<file path="src/rtl/ght_pkg.sv">
// Shared types and constants for the glow plug heat timer.
// Holds the request/result item structs, the register index codes and fixed-point constants.
// No dependencies.
`default_nettype none

package ght_pkg;

	typedef enum logic {
		FUNC_START = 1'b0,
		FUNC_LOOP  = 1'b1
	} func_t;

	typedef enum logic [1:0] {
		CFG_MIN_GLOW_TEMP    = 2'd0,
		CFG_COLD_ENGINE_TEMP = 2'd1,
		CFG_RPM_RUNNING      = 2'd2,
		CFG_AFTER_START_MULT = 2'd3
	} cfg_idx_t;

	typedef struct packed {
		func_t             func;
		logic signed [11:0] temp_tenths;
		logic [12:0]       engine_rpm;
		logic              second_tick;
	} req_t;

	typedef struct packed {
		logic plug_on;
		logic lamp_on;
		logic heating;
	} rsp_t;

	// Decoded item: heat time and compare flags already worked out
	typedef struct packed {
		func_t      func;
		logic [6:0] heat;
		logic       ge50;
		logic       above_cold;
		logic       running;
		logic       tick;
	} item_t;

	localparam int CFG_DATA_W = 13;

	localparam logic signed [11:0] MIN_GLOW_RST    = 12'sd290;
	localparam logic signed [11:0] COLD_ENGINE_RST = 12'sd500;
	localparam logic [12:0]        RPM_RUNNING_RST = 13'd500;
	localparam logic [3:0]         MULT_RST        = 4'd2;

	// Heat time base: (600 - temp) / 35
	localparam logic signed [12:0] HEAT_BASE_TEMP = 13'sd600;
	// ceil(2^17 / 35), exact for 12-bit dividends
	localparam logic [11:0]        RECIP35        = 12'd3745;
	localparam int                 RECIP35_SHIFT  = 17;
	// ceil(2^7 / 3), exact for 7-bit dividends
	localparam logic [12:0]        RECIP3         = 13'd43;
	localparam int                 RECIP3_SHIFT   = 7;

	localparam logic signed [11:0] LAMP_SHORT_TEMP = 12'sd50;
	localparam logic [8:0]         HEAT_MAX        = 9'd511;
	localparam logic [4:0]         LAMP_MAX        = 5'd31;

endpackage

`default_nettype wire

</file>
<file path="src/rtl/ght_heat_calc.sv">
// Front-end decode of one request item: heat time from temperature and the compare flags.
// Depends on ght_pkg. Purely combinational; result is registered by the top level.
`default_nettype none

module ght_heat_calc
	import ght_pkg::*;
(
	input  req_t               req,
	input  logic signed [11:0] min_glow_temp,
	input  logic signed [11:0] cold_engine_temp,
	input  logic [12:0]        rpm_running,
	output item_t              item
);

	logic signed [12:0] diff;
	logic [23:0]        prod;
	logic               no_heat;

	always_comb begin
		diff    = HEAT_BASE_TEMP - 13'(req.temp_tenths);
		no_heat = (req.temp_tenths >= min_glow_temp) || (diff <= 13'sd0);
		// divide by 35 through the reciprocal; diff is below 4096 when positive
		prod    = {12'd0, diff[11:0]} * {12'd0, RECIP35};

		item.func       = req.func;
		item.heat       = no_heat ? 7'd0 : prod[RECIP35_SHIFT +: 7];
		item.ge50       = req.temp_tenths >= LAMP_SHORT_TEMP;
		item.above_cold = req.temp_tenths > cold_engine_temp;
		item.running    = req.engine_rpm > rpm_running;
		item.tick       = req.second_tick;
	end

endmodule

`default_nettype wire

</file>
<file path="src/rtl/ght_timer.sv">
// Timer state of the glow plug controller: heat and lamp countdowns, warm latch, drive levels.
// Depends on ght_pkg. Updates state and forms the result for one decoded item per advance.
`default_nettype none

module ght_timer
	import ght_pkg::*;
(
	input  logic       clk,
	input  logic       arst_n,
	input  logic       advance,
	input  item_t      item,
	input  logic [3:0] mult,
	output rsp_t       rsp
);

	logic [8:0]  heat_q, heat_n;
	logic [4:0]  lamp_q, lamp_n;
	logic        warm_q, warm_n;
	logic        plug_q, plug_n;
	logic        lampon_q, lampon_n;
	logic        hdone_q, hdone_n;
	logic        ldone_q, ldone_n;
	logic [12:0] div3_prod;
	logic [5:0]  lamp_raw;
	logic [10:0] mult_prod;
	logic [8:0]  heat_sat;

	always_comb begin
		div3_prod = {6'd0, item.heat} * RECIP3;
		lamp_raw  = item.ge50 ? {2'd0, item.heat[6:3]} : div3_prod[RECIP3_SHIFT +: 6];
		mult_prod = {4'd0, item.heat} * {7'd0, mult};
		heat_sat  = (mult_prod > {2'd0, HEAT_MAX}) ? HEAT_MAX : mult_prod[8:0];

		heat_n   = heat_q;
		lamp_n   = lamp_q;
		warm_n   = warm_q;
		plug_n   = plug_q;
		lampon_n = lampon_q;
		hdone_n  = hdone_q;
		ldone_n  = ldone_q;

		case (item.func)
			FUNC_START: begin
				heat_n  = {2'd0, item.heat};
				hdone_n = 1'b0;
				if (item.heat != 7'd0) begin
					plug_n   = 1'b1;
					lampon_n = 1'b1;
					lamp_n   = (lamp_raw > {1'b0, LAMP_MAX}) ? LAMP_MAX : lamp_raw[4:0];
					ldone_n  = 1'b0;
				end
			end
			FUNC_LOOP: begin
				if (item.above_cold) warm_n = 1'b1;
				// after-start heating on a running cold engine
				if (!warm_n && item.running) begin
					heat_n  = {2'd0, item.heat};
					hdone_n = 1'b0;
					if (item.heat != 7'd0) begin
						heat_n = heat_sat;
						plug_n = 1'b1;
						warm_n = 1'b1;
					end
				end
				if (item.tick && !hdone_n) begin
					if (heat_n == 9'd0) begin
						plug_n  = 1'b0;
						hdone_n = 1'b1;
					end else begin
						heat_n = heat_n - 9'd1;
					end
					if (!ldone_n) begin
						if (lamp_n == 5'd0) begin
							lampon_n = 1'b0;
							ldone_n  = 1'b1;
						end else begin
							lamp_n = lamp_n - 5'd1;
						end
					end
				end
			end
			default: ;
		endcase

		rsp.plug_on = plug_n;
		rsp.lamp_on = lampon_n;
		rsp.heating = !hdone_n && (heat_n != 9'd0);
	end

	always_ff @(posedge clk or negedge arst_n) begin
		if (!arst_n) begin
			heat_q   <= '0;
			lamp_q   <= '0;
			warm_q   <= 1'b0;
			plug_q   <= 1'b0;
			lampon_q <= 1'b0;
			hdone_q  <= 1'b0;
			ldone_q  <= 1'b0;
		end else if (advance) begin
			heat_q   <= heat_n;
			lamp_q   <= lamp_n;
			warm_q   <= warm_n;
			plug_q   <= plug_n;
			lampon_q <= lampon_n;
			hdone_q  <= hdone_n;
			ldone_q  <= ldone_n;
		end
	end

	// heat time left always means the plug is driven
	a_heat_plug: assert property (@(posedge clk) disable iff (!arst_n)
		(!hdone_q && heat_q != 9'd0) |-> plug_q)
		else $error("heat time pending with plug off");

	a_hdone_plug: assert property (@(posedge clk) disable iff (!arst_n)
		hdone_q |-> !plug_q)
		else $error("plug on after heat timer ran out");

	a_ldone_lamp: assert property (@(posedge clk) disable iff (!arst_n)
		ldone_q |-> !lampon_q)
		else $error("lamp on after lamp timer ran out");

	a_hold: assert property (@(posedge clk) disable iff (!arst_n)
		!advance |=> ($stable(heat_q) && $stable(lamp_q) && $stable(warm_q)))
		else $error("timer state moved without an item");

endmodule

`default_nettype wire

</file>
<file path="src/rtl/glow_plug_heat_timer.sv">
// Top level of the glow plug heat timer: config registers, input stage and result register.
// Depends on ght_pkg, ght_heat_calc and ght_timer.
//
//   port group                  dir   payload
//   req_valid/req_ready/req     in    req_t: func, temp_tenths, engine_rpm, second_tick
//   rsp_valid/rsp_ready/rsp     out   rsp_t: plug_on, lamp_on, heating
//   cfg_valid/cfg_ready         in    cfg_index (cfg_idx_t), cfg_data (13 bits)
//
// One item per cycle sustained while results are taken; a taken item passes the input stage
// register (heat-time divide) and then the result register (timer update).
// Reset clears the timers, latch and drive levels and loads the register defaults.
// A stalled result holds; the input stage still takes one more item behind it.
// Config writes are always ready.
`default_nettype none

module glow_plug_heat_timer
	import ght_pkg::*;
(
	input  logic                  clk,
	input  logic                  arst_n,
	input  logic                  req_valid,
	output logic                  req_ready,
	input  req_t                  req,
	output logic                  rsp_valid,
	input  logic                  rsp_ready,
	output rsp_t                  rsp,
	input  logic                  cfg_valid,
	output logic                  cfg_ready,
	input  cfg_idx_t              cfg_index,
	input  logic [CFG_DATA_W-1:0] cfg_data
);

	logic signed [11:0] min_glow_q;
	logic signed [11:0] cold_engine_q;
	logic [12:0]        rpm_running_q;
	logic [3:0]         mult_q;

	item_t item_d;
	item_t item_s1;
	logic  valid_s1;
	logic  advance;
	rsp_t  rsp_d;
	rsp_t  rsp_q;
	logic  rsp_valid_q;

	assign cfg_ready = 1'b1;

	always_ff @(posedge clk or negedge arst_n) begin
		if (!arst_n) begin
			min_glow_q    <= MIN_GLOW_RST;
			cold_engine_q <= COLD_ENGINE_RST;
			rpm_running_q <= RPM_RUNNING_RST;
			mult_q        <= MULT_RST;
		end else if (cfg_valid) begin
			case (cfg_index)
				CFG_MIN_GLOW_TEMP:    min_glow_q    <= cfg_data[11:0];
				CFG_COLD_ENGINE_TEMP: cold_engine_q <= cfg_data[11:0];
				CFG_RPM_RUNNING:      rpm_running_q <= cfg_data[12:0];
				CFG_AFTER_START_MULT: mult_q        <= cfg_data[3:0];
				default: ;
			endcase
		end
	end

	ght_heat_calc u_calc (
		.req              (req),
		.min_glow_temp    (min_glow_q),
		.cold_engine_temp (cold_engine_q),
		.rpm_running      (rpm_running_q),
		.item             (item_d)
	);

	// move the staged item into the timer when the result slot is free
	assign advance   = valid_s1 && (!rsp_valid_q || rsp_ready);
	assign req_ready = !valid_s1 || advance;

	always_ff @(posedge clk or negedge arst_n) begin
		if (!arst_n) begin
			valid_s1 <= 1'b0;
		end else if (req_ready) begin
			valid_s1 <= req_valid;
		end
	end

	always_ff @(posedge clk) begin
		if (req_valid && req_ready) begin
			item_s1 <= item_d;
		end
	end

	ght_timer u_timer (
		.clk     (clk),
		.arst_n  (arst_n),
		.advance (advance),
		.item    (item_s1),
		.mult    (mult_q),
		.rsp     (rsp_d)
	);

	always_ff @(posedge clk or negedge arst_n) begin
		if (!arst_n) begin
			rsp_valid_q <= 1'b0;
		end else if (advance) begin
			rsp_valid_q <= 1'b1;
		end else if (rsp_ready) begin
			rsp_valid_q <= 1'b0;
		end
	end

	always_ff @(posedge clk) begin
		if (advance) begin
			rsp_q <= rsp_d;
		end
	end

	assign rsp_valid = rsp_valid_q;
	assign rsp       = rsp_q;

	a_advance_rsp: assert property (@(posedge clk) disable iff (!arst_n)
		advance |=> rsp_valid_q)
		else $error("item advanced without a result");

	a_no_overrun: assert property (@(posedge clk) disable iff (!arst_n)
		(valid_s1 && rsp_valid_q && !rsp_ready) |=> valid_s1)
		else $error("staged item dropped while result stalled");

	a_ready_free: assert property (@(posedge clk) disable iff (!arst_n)
		!valid_s1 |-> req_ready)
		else $error("input stage empty but not ready");

endmodule

`default_nettype wire
</file>
<file path="config.mk">
export PLATFORM = sky130hd
export DESIGN_NAME = glow_plug_heat_timer
export DESIGN_NICKNAME = d
export VERILOG_FILES = /design/src/rtl/ght_pkg.sv /design/src/rtl/ght_heat_calc.sv /design/src/rtl/ght_timer.sv /design/src/rtl/glow_plug_heat_timer.sv
export SDC_FILE = /design/constraint.sdc
export NUM_CORES = 1
export LEC_CHECK = 0
export ABC_AREA = 1
export BUFFER_PORTS_ARGS = -buffer_cell sky130_fd_sc_hd__buf_2
export CORE_MARGIN = 2
export CORE_UTILIZATION = 62
export DETAILED_ROUTE_END_ITERATION = 8
export GPL_ROUTABILITY_DRIVEN = 0
export PLACE_DENSITY = 0.8
export SLEW_MARGIN = 20
export SYNTH_ARGS = -nofsm -noshare
export SYNTH_HDL_FRONTEND = slang
export SYNTH_SLANG_ARGS = --single-unit
</file>
<file path="constraint.sdc">
create_clock -name clk -period 6.6 [get_ports clk]
set_clock_uncertainty 0.05 [all_clocks]
set_input_delay 1.32 -clock clk [delete_from_list [all_inputs] [get_ports clk]]
set_output_delay 1.32 -clock clk [all_outputs]
set_load 0.01 [all_outputs]
</file>
==> results of run 1 <==
-- Yosys cell counts (all sizes together) (2+ instances only) --
library cell	instances
edfxtp	15
xor2	12
nand2	244
o21a	2
and2	3
clkbuf	15
a31oi	6
fa	45
nand3	41
inv	205
a21oi	58
nand4	12
xnor2	12
a211oi	2
o21ai	78
o21bai	7
a21o	2
dfstp	16
nor3	5
dfrtp	46
o211ai	3
nor2	69
nand3b	4
ha	153
buf	2
-- per-stage QoR --
| stage | hold WS (ns) | instance area (µm²) | setup slack (ns) |
|---|---|---|---|
| 6_report | 0.440 | 9170 | 0.689 |
| 5_1_grt | 0.456 | 9170 | 0.276 |
| 4_1_cts | 0.438 | 9170 | 0.684 |
| 3_5_place_dp | 0.423 | 8870 | 0.332 |
| 3_3_place_gp | 0.410 | 8870 | 0.441 |
| 2_1_floorplan | 0.394 | 8430 | 0.761 |
-- area by class of cell --
cell class | count | area [µm²] | area share (%)
clock buffers | 10 | 250 | 2.73
clock inverters | 6 | 47.5 | 0.519
inverters | 206 | 773 | 8.43
multi-input cells | 769 | 5560 | 60.7
flip-flops and latches | 77 | 2020 | 22.1
well taps | 176 | 220 | 2.40
repair buffers | 56 | 293 | 3.19
-- final timing paths --
kind,start,endpoint,slack [ns]
min,rpm_running_q[8],rpm_running_q[8],0.44
min in group asynchronous,arst_n,min_glow_q[6],1.09
max,req[14],item_s1[10],0.69
min reg2reg,rpm_running_q[8],rpm_running_q[8],0.44
max reg2reg,item_s1[4],rsp[0],1.54
max in group asynchronous,arst_n,u_timer.heat_q[1],4.88
-- kinds of logic after synthesis --
kind of cell	synth area share [%]
compound gates	10.9
xor+xnor	2.49
fa+ha+maj	33.4
buf+inv	10.1
flops	24.0
other cells	0.0445
simple gates	19.1
-- metal layers --
layer	routed length, µm	vias up
met4	231	0
met2	8720	116
li1	-	3533
met1	7730	3185
met3	590	24
met5	0	-
-- sequential cells by signal (all words and copies together) (netlist names), 3 cells and up --
signal / flops
item_s1: 12
min_glow_q: 12
u_timer.lamp_q: 5
rsp: 3
cold_engine_q: 12
u_timer.heat_q: 9
rpm_running_q: 13
mult_q: 4
-- power by group --
group / leakage (nW) / switching (mW) / internal, mW / total (mW)
Combinational: 4.10 / 1.50 / 1.08 / 2.58
Clock: 0.142 / 0.210 / 0.282 / 0.491
Sequential: 0.875 / 0.130 / 0.627 / 0.757
-- worst max-delay path, cell delays in order --
cell	delay (ns)
sky130_fd_sc_hd__buf_2	0.14
sky130_fd_sc_hd__inv_1	0.10
sky130_fd_sc_hd__ha_1	0.25
sky130_fd_sc_hd__a21oi_1	0.24
sky130_fd_sc_hd__nand2_1	0.08
sky130_fd_sc_hd__nand2_1	0.09
sky130_fd_sc_hd__a21oi_1	0.10
sky130_fd_sc_hd__xor2_1	0.48
sky130_fd_sc_hd__fa_1	0.54
sky130_fd_sc_hd__fa_1	0.55
sky130_fd_sc_hd__inv_1	0.04
sky130_fd_sc_hd__ha_1	0.29
sky130_fd_sc_hd__ha_1	0.30
sky130_fd_sc_hd__ha_1	0.30
sky130_fd_sc_hd__ha_1	0.37
sky130_fd_sc_hd__a21oi_1	0.19
sky130_fd_sc_hd__o21ai_0	0.10
sky130_fd_sc_hd__o21bai_1	0.20
sky130_fd_sc_hd__nand2_1	0.11
sky130_fd_sc_hd__nand3_1	0.07
sky130_fd_sc_hd__nand2_1	0.06
sky130_fd_sc_hd__nor2_1	0.04
==> impl_metrics.xml, run 1 <==
<?xml version="1.0" encoding="UTF-8"?>
<metrics>
  <group name="clock_network">
    <metric name="worstSkewPairLatency" unit="ns">0.34</metric>
    <metric name="numClockSinks" unit="">77</metric>
    <metric name="clockBufferDepth" unit="">2</metric>
    <metric name="cts_max_level" unit="">3</metric>
    <metric name="cts_resized" unit="">0</metric>
    <metric name="postCtsSetupBuffers" unit="">0</metric>
    <metric name="tritoncts_clock_tree" unit="">done</metric>
    <metric name="numCtsBuffers" unit="">9</metric>
    <metric name="cts_hold_buffers" unit="">0</metric>
    <metric name="cts.clk_slew.worst_paths" unit="ns">0.06</metric>
    <metric name="cts.root.buffer_cell" unit="">sky130_fd_sc_hd__clkbuf_16</metric>
  </group>
  <group name="drt">
    <metric name="detailedRoute.firstPassIterationCount" unit="">5</metric>
    <metric name="wl_per_cell" unit="µm">13.3</metric>
    <metric name="detailroute.via_count" unit="">6858</metric>
    <metric name="drtAntennaViolNets" unit="">0</metric>
    <metric name="drc" unit="">0</metric>
    <metric name="1st_iter_drt_viols" unit="">379</metric>
    <metric name="drt-total-wl" unit="µm">17300</metric>
    <metric name="vias_per_cell" unit="">5.28</metric>
  </group>
  <group name="place">
    <metric name="buffer_ports.inserted" unit="">51</metric>
    <metric name="dp_hpwl" unit="µm">13600</metric>
    <metric name="placedCellCount" unit="">1284</metric>
  </group>
  <group name="finish">
    <metric name="leading_cell_types_in_the_layout_fill_and_taps_excluded" unit="">241 x sky130_fd_sc_hd__nand2_1, 202 x sky130_fd_sc_hd__inv_1, 153 x sky130_fd_sc_hd__ha_1, 76 x sky130_fd_sc_hd__o21ai_0, 66 x sky130_fd_sc_hd__nor2_1</metric>
    <metric name="post_layout_net_count" unit="">1364</metric>
    <metric name="areaGrowthSynthToFinish" unit="%">8.72</metric>
    <metric name="fill_cells" unit="">1087</metric>
    <metric name="num_antenna_cells" unit="">0</metric>
    <metric name="finalNonFillerCells" unit="">1300</metric>
    <metric name="drive_above_1_share" unit="%">9.88</metric>
    <metric name="most_common_cell_after_layout_fill_and_taps_aside" unit="">sky130_fd_sc_hd__nand2_1</metric>
    <metric name="layout.core_utilization" unit="%">69.2</metric>
  </group>
  <group name="synth">
    <metric name="yosys_warnings" unit="">0</metric>
    <metric name="synth_top_area_share" unit="%">22.7</metric>
    <metric name="ys_async_sr_fraction" unit="%">80.5</metric>
    <metric name="synthesis.nets" unit="">1314</metric>
    <metric name="total_standard_cell_area_after_synthesis" unit="mm²">0.00843</metric>
    <metric name="synth_edf_count" unit="">15</metric>
    <metric name="synth_ff_type" unit="">sky130_fd_sc_hd__dfrtp_1</metric>
    <metric name="synthDominantAreaCellType" unit="">sky130_fd_sc_hd__ha_1</metric>
    <metric name="postSynthCellCount" unit="">1069</metric>
    <metric name="syn-mean-instance-area" unit="µm²">7.89</metric>
    <metric name="synth.top_cells.by_area" unit="">sky130_fd_sc_hd__ha_1 23%, sky130_fd_sc_hd__dfrtp_1 14%, sky130_fd_sc_hd__nand2_1 11%, sky130_fd_sc_hd__fa_1 11%, sky130_fd_sc_hd__inv_1 9.0%</metric>
    <metric name="library_cells_used_by_synthesis" unit="">47</metric>
    <metric name="yosysSeqAreaShare" unit="%">24.0</metric>
    <metric name="synth.ff_latch_count" unit="">77</metric>
  </group>
  <group name="setup_path">
    <metric name="required_time_of_the_critical_path" unit="ns">6.64</metric>
    <metric name="start_kind" unit="">input port</metric>
    <metric name="worst_ep_arrival_time" unit="ns">5.95</metric>
    <metric name="setup.worst_path.end_class" unit="">flop</metric>
    <metric name="timing.reg2reg.worst_path_depth" unit="">25</metric>
    <metric name="path_type_of_the_worst_setup_path" unit="">input port to flop</metric>
    <metric name="cp_max_fo" unit="">6</metric>
  </group>
  <group name="floorplanning">
    <metric name="die_height" unit="µm">121</metric>
    <metric name="placementRows" unit="">42</metric>
    <metric name="dieWidth" unit="µm">121</metric>
    <metric name="initial_utilization" unit="%">63.7</metric>
    <metric name="die_area" unit="mm²">0.0146</metric>
    <metric name="num_io_pins" unit="">53</metric>
    <metric name="fp.coreArea" unit="mm²">0.0132</metric>
  </group>
  <group name="grt">
    <metric name="grt_first_pass_wirelength" unit="µm">29900</metric>
    <metric name="grt_util_met3" unit="%">3.73</metric>
    <metric name="grt_remaining_overflow" unit="">0</metric>
    <metric name="use_met1" unit="%">32.1</metric>
    <metric name="number_of_global_route_vias_before_repair" unit="">6741</metric>
    <metric name="largest_net_degree_at_the_start_of_global_routing" unit="">63</metric>
    <metric name="grtUsageMet2" unit="%">45.0</metric>
    <metric name="antenna_violations_before_repair" unit="">0</metric>
    <metric name="globalRoute.busiestLayer" unit="">met2</metric>
    <metric name="grtUsageTotal" unit="%">25.2</metric>
  </group>
  <group name="status">
    <metric name="run_status" unit="">completed</metric>
  </group>
  <group name="pwr">
    <metric name="power" unit="mW">3.83</metric>
    <metric name="static_leakage_power" unit="nW">5.12</metric>
    <metric name="power_density" unit="mW/mm²">417</metric>
    <metric name="maximum_vdd_drop" unit="V">0.000402</metric>
  </group>
  <group name="sta">
    <metric name="timing.max_slew.rel_slack" unit="%">44.7</metric>
    <metric name="finalHoldViolCount" unit="">0</metric>
    <metric name="grt_setup_unrepaired" unit="">no</metric>
    <metric name="slew_viol_final" unit="">0</metric>
    <metric name="finalSetupViolations" unit="">0</metric>
    <metric name="final_min_period_over_clock_period" unit="%">89.6</metric>
    <metric name="timing.setup.tns" unit="ns">0</metric>
    <metric name="max_freq" unit="MHz">169</metric>
    <metric name="layout_min_cycle_time" unit="ns">5.91</metric>
    <metric name="worst_pin_slew" unit="ns">0.828</metric>
  </group>
  <group name="hold_path">
    <metric name="holdCritPathClass" unit="">flop to flop</metric>
    <metric name="holdPathStages" unit="">2</metric>
  </group>
  <group name="job">
    <metric name="drv_cap" unit="">0</metric>
  </group>
</metrics>
(Power assumes the default switching activity.)
==> run 2, diff against run 1 <==
--- a/config.mk
+++ b/config.mk
@@ -6,11 +6,10 @@
 export NUM_CORES = 1
 export LEC_CHECK = 0
-export ABC_AREA = 1
 export BUFFER_PORTS_ARGS = -buffer_cell sky130_fd_sc_hd__buf_2
 export CORE_MARGIN = 2
-export CORE_UTILIZATION = 62
+export CORE_UTILIZATION = 25
 export DETAILED_ROUTE_END_ITERATION = 8
 export GPL_ROUTABILITY_DRIVEN = 0
-export PLACE_DENSITY = 0.8
+export PLACE_DENSITY = 0.39
 export SLEW_MARGIN = 20
 export SYNTH_ARGS = -nofsm -noshare
--- a/constraint.sdc
+++ b/constraint.sdc
@@ -3,3 +3,3 @@
 set_input_delay 1.32 -clock clk [delete_from_list [all_inputs] [get_ports clk]]
 set_output_delay 1.32 -clock clk [all_outputs]
-set_load 0.01 [all_outputs]
+set_load 0.02 [all_outputs]
==> impl_metrics.xml, run 2 <==
<?xml version="1.0" encoding="UTF-8"?>
<metrics>
  <group name="sta">
    <metric name="hold_ws" unit="ns">0.431</metric>
    <metric name="worst_pin_slew" unit="ns">0.862</metric>
    <metric name="max_freq" unit="MHz">162</metric>
    <metric name="finalHoldViolCount" unit="">0</metric>
    <metric name="final_min_period_over_clock_period" unit="%">93.7</metric>
    <metric name="grt_setup_unrepaired" unit="">no</metric>
    <metric name="timing.setup.tns" unit="ns">0</metric>
    <metric name="finalSetupViolations" unit="">0</metric>
    <metric name="layout_min_cycle_time" unit="ns">6.18</metric>
    <metric name="worst_setup_slack_final" unit="ns">0.419</metric>
    <metric name="slew_viol_final" unit="">0</metric>
    <metric name="timing.max_slew.rel_slack" unit="%">42.6</metric>
  </group>
  <group name="clock_network">
    <metric name="postCtsSetupBuffers" unit="">0</metric>
    <metric name="cts_resized" unit="">0</metric>
    <metric name="cts.root.buffer_cell" unit="">sky130_fd_sc_hd__clkbuf_16</metric>
    <metric name="numCtsBuffers" unit="">9</metric>
    <metric name="numClockSinks" unit="">77</metric>
    <metric name="cts_hold_buffers" unit="">0</metric>
    <metric name="cts.clk_slew.worst_paths" unit="ns">0.07</metric>
    <metric name="cts_max_level" unit="">3</metric>
    <metric name="worstSkewPairLatency" unit="ns">0.35</metric>
    <metric name="clockBufferDepth" unit="">2</metric>
    <metric name="tritoncts_clock_tree" unit="">done</metric>
  </group>
  <group name="synth">
    <metric name="syn-mean-instance-area" unit="µm²">9.77</metric>
    <metric name="synthDominantAreaCellType" unit="">sky130_fd_sc_hd__ha_1</metric>
    <metric name="synthMostInstantiatedCell" unit="">sky130_fd_sc_hd__ha_1</metric>
    <metric name="synth.top_cells.by_area" unit="">sky130_fd_sc_hd__ha_1 23%, sky130_fd_sc_hd__dfrtp_1 14%, sky130_fd_sc_hd__fa_1 11%, sky130_fd_sc_hd__edfxtp_1 5.3%, sky130_fd_sc_hd__dfstp_2 5.0%</metric>
    <metric name="yosys_warnings" unit="">0</metric>
    <metric name="total_standard_cell_area_after_synthesis" unit="mm²">0.00843</metric>
    <metric name="synthTopCellsByCount" unit="">153 x sky130_fd_sc_hd__ha_1, 112 x sky130_fd_sc_hd__inv_1, 65 x sky130_fd_sc_hd__nand2_1, 46 x sky130_fd_sc_hd__dfrtp_1</metric>
    <metric name="synthesis.nets" unit="">1108</metric>
    <metric name="ys_async_sr_fraction" unit="%">80.5</metric>
    <metric name="synth_ff_type" unit="">sky130_fd_sc_hd__dfrtp_1</metric>
    <metric name="postSynthCellCount" unit="">863</metric>
    <metric name="synth.ff_latch_count" unit="">77</metric>
    <metric name="synth_top_area_share" unit="%">22.7</metric>
    <metric name="yosysSeqAreaShare" unit="%">24.0</metric>
    <metric name="synth_edf_count" unit="">15</metric>
    <metric name="library_cells_used_by_synthesis" unit="">81</metric>
  </group>
  <group name="floorplanning">
    <metric name="die_area" unit="mm²">0.0352</metric>
    <metric name="placementRows" unit="">67</metric>
    <metric name="num_io_pins" unit="">53</metric>
    <metric name="fp.coreArea" unit="mm²">0.0334</metric>
    <metric name="initial_utilization" unit="%">25.3</metric>
    <metric name="die_height" unit="µm">188</metric>
    <metric name="dieWidth" unit="µm">188</metric>
  </group>
  <group name="setup_path">
    <metric name="setup.worst_path.end_class" unit="">flop</metric>
    <metric name="start_kind" unit="">input port</metric>
    <metric name="worst_ep_arrival_time" unit="ns">6.23</metric>
    <metric name="cp_max_fo" unit="">5</metric>
    <metric name="required_time_of_the_critical_path" unit="ns">6.65</metric>
    <metric name="startpoint" unit="">req[16]</metric>
    <metric name="path_cells" unit="">buf_2 -&gt; nor3_1 -&gt; nand3b_1 -&gt; inv_1 -&gt; o21ai_0 -&gt; xnor2_1 -&gt; fa_1 -&gt; fa_1 -&gt; fa_1 -&gt; ha_1 -&gt; ha_1 -&gt; ha_1 -&gt; and3_1 -&gt; nand3_1 -&gt; a21oi_1 -&gt; o41ai_2 -&gt; o2111ai_1 -&gt; a21oi_1 -&gt; xnor2_1 -&gt; and2_1</metric>
    <metric name="critical_path.reg2reg.startpoint" unit="">item_s1[6]</metric>
    <metric name="slowest_stage" unit="">sky130_fd_sc_hd__fa_1</metric>
    <metric name="path_type_of_the_worst_setup_path" unit="">input port to flop</metric>
    <metric name="cp_slowest_stage_delay" unit="ns">0.56</metric>
  </group>
  <group name="finish">
    <metric name="num_antenna_cells" unit="">0</metric>
    <metric name="regMostFlops" unit="">rpm_running_q</metric>
    <metric name="fill_cells" unit="">3639</metric>
    <metric name="sequential_cell_area" unit="mm²">0.00202</metric>
    <metric name="leading_cell_types_in_the_layout_fill_and_taps_excluded" unit="">153 x sky130_fd_sc_hd__ha_1, 112 x sky130_fd_sc_hd__inv_1, 65 x sky130_fd_sc_hd__nand2_1, 51 x sky130_fd_sc_hd__buf_2, 46 x sky130_fd_sc_hd__dfrtp_1</metric>
    <metric name="finalInstanceArea" unit="mm²">0.00966</metric>
    <metric name="post_layout_net_count" unit="">1180</metric>
    <metric name="areaGrowthSynthToFinish" unit="%">14.7</metric>
    <metric name="most_common_cell_after_layout_fill_and_taps_aside" unit="">sky130_fd_sc_hd__ha_1</metric>
    <metric name="drive_above_1_share" unit="%">18.3</metric>
    <metric name="multi_input_area" unit="mm²">0.00591</metric>
    <metric name="largest_reg_flops" unit="">13</metric>
  </group>
  <group name="hold_path">
    <metric name="hp-start" unit="">u_timer.heat_q[4]</metric>
    <metric name="holdCritPathClass" unit="">flop to flop</metric>
  </group>
  <group name="drt">
    <metric name="detailedRoute.firstPassIterationCount" unit="">4</metric>
    <metric name="1st_iter_drt_viols" unit="">242</metric>
    <metric name="drc" unit="">0</metric>
    <metric name="detailroute.via_count" unit="">6128</metric>
    <metric name="vias_per_cell" unit="">4.41</metric>
    <metric name="drt-total-wl" unit="µm">20700</metric>
    <metric name="drtAntennaViolNets" unit="">0</metric>
    <metric name="wl_per_cell" unit="µm">14.9</metric>
  </group>
  <group name="grt">
    <metric name="number_of_global_route_vias_before_repair" unit="">6433</metric>
    <metric name="largest_net_degree_at_the_start_of_global_routing" unit="">63</metric>
    <metric name="grtUsageTotal" unit="%">12.4</metric>
    <metric name="grt_remaining_overflow" unit="">0</metric>
    <metric name="grt_first_pass_wirelength" unit="µm">35100</metric>
    <metric name="antenna_violations_before_repair" unit="">3</metric>
  </group>
  <group name="place">
    <metric name="dp_hpwl" unit="µm">17000</metric>
    <metric name="buffer_ports.inserted" unit="">51</metric>
    <metric name="place_area" unit="mm²">0.00936</metric>
    <metric name="placement.setup.worst_slack" unit="ns">0.0860</metric>
  </group>
  <group name="job">
    <metric name="drv_cap" unit="">0</metric>
  </group>
  <group name="status">
    <metric name="run_status" unit="">completed</metric>
  </group>
  <group name="pwr">
    <metric name="maximum_vdd_drop" unit="V">0.000231</metric>
    <metric name="static_leakage_power" unit="nW">4.51</metric>
    <metric name="power_density" unit="mW/mm²">386</metric>
  </group>
</metrics>
[run 2: changes by cell type after synthesis, sizes merged, moves of 28 or more]
cell   previous run  this run
nand3            41        11
and2              3        31
nor2             69        34
inv             205       112
nand2           244        68
mux2              0        32
o21ai            78        47
[run 2: path summary, 6_finish.rpt]
check / endpoint / cells past startpoint / slack (ns)
max: item_s1[10] / 20 / 0.42
min: u_timer.heat_q[4] / 2 / 0.43
max reg2reg: rsp[0] / 21 / 0.59
min reg2reg: u_timer.heat_q[4] / 2 / 0.43
max in group asynchronous: u_timer.heat_q[3] / 2 / 4.82
min in group asynchronous: rpm_running_q[3] / 2 / 1.10
[run 2: logic make-up (layout without fill, tap and decap cells)]
group	Yosys count	after routing	synth area share, %
xor+xnor	32	32	3.33
mux	37	37	4.87
buf+inv	128	205	6.00
flops	77	77	24.0
simple gates	217	217	14.1
fa+ha+maj	198	198	33.4
compound gates	173	173	14.3
other cells	1	1	0.0445
[run 2: per-stage QoR]
step	instances	utilization, %	power, mW
4_1_cts	1388	29.0	3.81
5_1_grt	1388	29.0	4.22
2_1_floorplan	863	-	2.64
3_3_place_gp	1372	28.1	3.26
6_report	1388	29.0	3.73
3_5_place_dp	1372	28.1	3.26
[run 2: cell type report]
cell class	count	share of cell area (%)
Tap cell	448	5.80
Inverter	112	4.35
Timing Repair Buffer	77	4.66
Clock buffer	12	2.77
Multi-Input combinational cell	658	61.1
Sequential cell	77	20.9
Clock inverter	4	0.388
[run 2: critical path, delay by kind of cell]
kind,cells,cell delay (ns)
simple gates,5,0.90
buf+inv,2,0.18
fa+ha+maj,6,2.36
xor+xnor,2,0.29
compound gates,5,1.18
[run 2: power breakdown]
group / switching, mW / internal (mW)
clock network: 0.219 / 0.295
registers: 0.0903 / 0.617
logic: 1.38 / 1.12
total: 1.69 / 2.04
[run 2: metal layers]
layer / part of all wire [%] / vias to the layer above / GRT usage (%)
met1: 50 / 2893 / 17.1
li1: - / 3148 / -
met4: 0.52 / 6 / 1.54
met2: 47 / 67 / 20.7
met3: 3.0 / 14 / 2.53
met5: 0.19 / - / 0
==> run 3, diff against run 2 <==
ABC_AREA = 1   (was not set)
==> impl_metrics.xml, run 3 (synthesized netlist as in run 1, its figures left out) <==
<?xml version="1.0" encoding="UTF-8"?>
<metrics>
  <group name="status">
    <metric name="run_status" unit="">completed</metric>
  </group>
  <group name="clock_network">
    <metric name="tritoncts_clock_tree" unit="">done</metric>
    <metric name="clockBufferDepth" unit="">2</metric>
    <metric name="cts.clk_slew.worst_paths" unit="ns">0.06</metric>
    <metric name="cts_max_level" unit="">3</metric>
    <metric name="numClockSinks" unit="">77</metric>
    <metric name="postCtsSetupBuffers" unit="">0</metric>
    <metric name="cts_hold_buffers" unit="">0</metric>
    <metric name="cts.root.buffer_cell" unit="">sky130_fd_sc_hd__clkbuf_16</metric>
    <metric name="cts_resized" unit="">0</metric>
    <metric name="numCtsBuffers" unit="">9</metric>
    <metric name="worstSkewPairLatency" unit="ns">0.35</metric>
  </group>
  <group name="floorplanning">
    <metric name="num_io_pins" unit="">53</metric>
    <metric name="fp.coreArea" unit="mm²">0.0334</metric>
    <metric name="die_area" unit="mm²">0.0352</metric>
    <metric name="initial_utilization" unit="%">25.3</metric>
    <metric name="dieWidth" unit="µm">188</metric>
    <metric name="die_height" unit="µm">188</metric>
    <metric name="placementRows" unit="">67</metric>
  </group>
  <group name="place">
    <metric name="buffer_ports.inserted" unit="">51</metric>
    <metric name="placedCellCount" unit="">1558</metric>
    <metric name="dp_hpwl" unit="µm">16300</metric>
    <metric name="placement.setup.worst_slack" unit="ns">0.206</metric>
  </group>
  <group name="sta">
    <metric name="worst_setup_slack_final" unit="ns">0.608</metric>
    <metric name="finalHoldViolCount" unit="">0</metric>
    <metric name="slew_viol_final" unit="">0</metric>
    <metric name="worst_pin_slew" unit="ns">0.869</metric>
    <metric name="final_min_period_over_clock_period" unit="%">90.8</metric>
    <metric name="timing.max_slew.rel_slack" unit="%">41.9</metric>
    <metric name="layout_min_cycle_time" unit="ns">5.99</metric>
    <metric name="hold_ws" unit="ns">0.437</metric>
    <metric name="max_freq" unit="MHz">167</metric>
    <metric name="grt_setup_unrepaired" unit="">no</metric>
    <metric name="finalSetupViolations" unit="">0</metric>
    <metric name="timing.setup.tns" unit="ns">0</metric>
  </group>
  <group name="setup_path">
    <metric name="timing.reg2reg.worst_path_depth" unit="">25</metric>
    <metric name="r2r_end" unit="">rsp[0]</metric>
    <metric name="setup.worst_path.end_class" unit="">flop</metric>
    <metric name="path_cells" unit="">buf_2 -&gt; inv_1 -&gt; ha_1 -&gt; a21oi_1 -&gt; nand2_1 -&gt; nand2_1 -&gt; a21oi_1 -&gt; xor2_1 -&gt; fa_1 -&gt; fa_1 -&gt; inv_1 -&gt; ha_1 -&gt; ha_1 -&gt; ha_1 -&gt; ha_1 -&gt; a21oi_1 -&gt; o21ai_0 -&gt; o21bai_1 -&gt; nand2_1 -&gt; nand3_1 -&gt; nand2_1 -&gt; nor2_1</metric>
    <metric name="slowest_stage" unit="">sky130_fd_sc_hd__fa_1</metric>
    <metric name="cp_slowest_stage_delay" unit="ns">0.56</metric>
    <metric name="required_time_of_the_critical_path" unit="ns">6.64</metric>
    <metric name="start_kind" unit="">input port</metric>
    <metric name="reg2reg_setup_slack" unit="ns">1.52</metric>
    <metric name="crit_top_cell" unit="">sky130_fd_sc_hd__ha_1</metric>
    <metric name="cp_max_fo" unit="">6</metric>
    <metric name="worst_ep_arrival_time" unit="ns">6.04</metric>
    <metric name="path_type_of_the_worst_setup_path" unit="">input port to flop</metric>
    <metric name="critical_path.reg2reg.startpoint" unit="">item_s1[6]</metric>
  </group>
  <group name="drt">
    <metric name="detailroute.via_count" unit="">6613</metric>
    <metric name="met2_length" unit="µm">9180</metric>
    <metric name="route.met3.wl" unit="µm">386</metric>
    <metric name="1st_iter_drt_viols" unit="">263</metric>
    <metric name="vias_per_cell" unit="">4.20</metric>
    <metric name="drt-met1-wl" unit="µm">10300</metric>
    <metric name="routed.top_layer" unit="">met4</metric>
    <metric name="detailedRoute.firstPassIterationCount" unit="">4</metric>
    <metric name="wl_per_cell" unit="µm">12.7</metric>
    <metric name="drtAntennaViolNets" unit="">0</metric>
    <metric name="drt-total-wl" unit="µm">20000</metric>
    <metric name="drc" unit="">0</metric>
  </group>
  <group name="finish">
    <metric name="leading_cell_types_in_the_layout_fill_and_taps_excluded" unit="">241 x sky130_fd_sc_hd__nand2_1, 202 x sky130_fd_sc_hd__inv_1, 153 x sky130_fd_sc_hd__ha_1, 76 x sky130_fd_sc_hd__o21ai_0, 66 x sky130_fd_sc_hd__nor2_1</metric>
    <metric name="finalNonFillerCells" unit="">1574</metric>
    <metric name="num_antenna_cells" unit="">0</metric>
    <metric name="largest_reg_flops" unit="">13</metric>
    <metric name="post_layout_net_count" unit="">1366</metric>
    <metric name="areaGrowthSynthToFinish" unit="%">12.8</metric>
    <metric name="fill_cells" unit="">3748</metric>
    <metric name="drive_above_1_share" unit="%">10.0</metric>
    <metric name="regMostFlops" unit="">rpm_running_q</metric>
    <metric name="most_common_cell_after_layout_fill_and_taps_aside" unit="">sky130_fd_sc_hd__nand2_1</metric>
  </group>
  <group name="pwr">
    <metric name="power_density" unit="mW/mm²">402</metric>
    <metric name="maximum_vdd_drop" unit="V">0.000181</metric>
    <metric name="static_leakage_power" unit="nW">5.12</metric>
    <metric name="power" unit="mW">3.82</metric>
  </group>
  <group name="hold_path">
    <metric name="min_delay_endpoint" unit="">cold_engine_q[10]</metric>
    <metric name="hp-start" unit="">cold_engine_q[10]</metric>
    <metric name="holdCritPathClass" unit="">flop to flop</metric>
    <metric name="holdPathStages" unit="">2</metric>
  </group>
  <group name="job">
    <metric name="drv_cap" unit="">0</metric>
  </group>
  <group name="grt">
    <metric name="grtUsageTotal" unit="%">11.8</metric>
    <metric name="number_of_global_route_vias_before_repair" unit="">6717</metric>
    <metric name="largest_net_degree_at_the_start_of_global_routing" unit="">63</metric>
    <metric name="grt_remaining_overflow" unit="">0</metric>
    <metric name="grt_first_pass_wirelength" unit="µm">33900</metric>
    <metric name="antenna_violations_before_repair" unit="">0</metric>
  </group>
</metrics>
## run 3: worst max-delay path, delay by kind of cell
family / cells / cell delay [ns]
and+or+nand+nor: 6 / 0.45
xor gates and xnor gates: 1 / 0.53
adders and majority gates: 7 / 2.61
buffers and inverters: 3 / 0.32
AOI/OAI and AO/OA: 5 / 0.81
## run 3: metal layers
metal,global-route usage (%),up-vias
met3,1.57,8
met5,0,-
met2,20.1,42
met1,16.2,3029
li1,-,3534
met4,1.91,0
## run 3: layout make-up
class	count	area, µm²	share of cell area (%)
Sequential cell	77	2020	21.3
Multi-Input combinational cell	769	5560	58.5
Clock inverter	7	57.6	0.605
Tap cell	448	561	5.89
Timing Repair Buffer	58	308	3.24
Clock buffer	9	225	2.37
Inverter	206	773	8.13
## run 3: how the worst max path moves through the flow
stage	start	end	cells after the start
after floorplan	req[14]	item_s1[7]	20
after global placement	req[14]	item_s1[10]	22
after detailed placement	req[14]	item_s1[10]	22
after CTS	req[14]	item_s1[10]	22
after global routing	req[14]	item_s1[10]	22
final	req[14]	item_s1[10]	22
## run 3: stage by stage
step	utilization, %	instance area, µm²
floorplan	-	8430
global placement	27.7	9230
detailed placement	27.7	9230
CTS	28.5	9510
global route	28.5	9510
finish	28.5	9510
## run 3: power by group
group | total (mW) | internal [mW] | leakage (nW) | switching (mW)
Sequential | 0.762 | 0.627 | 0.875 | 0.136
Combinational | 2.57 | 1.08 | 4.11 | 1.49
Clock | 0.491 | 0.261 | 0.135 | 0.230
Total | 3.82 | 1.97 | 5.12 | 1.86
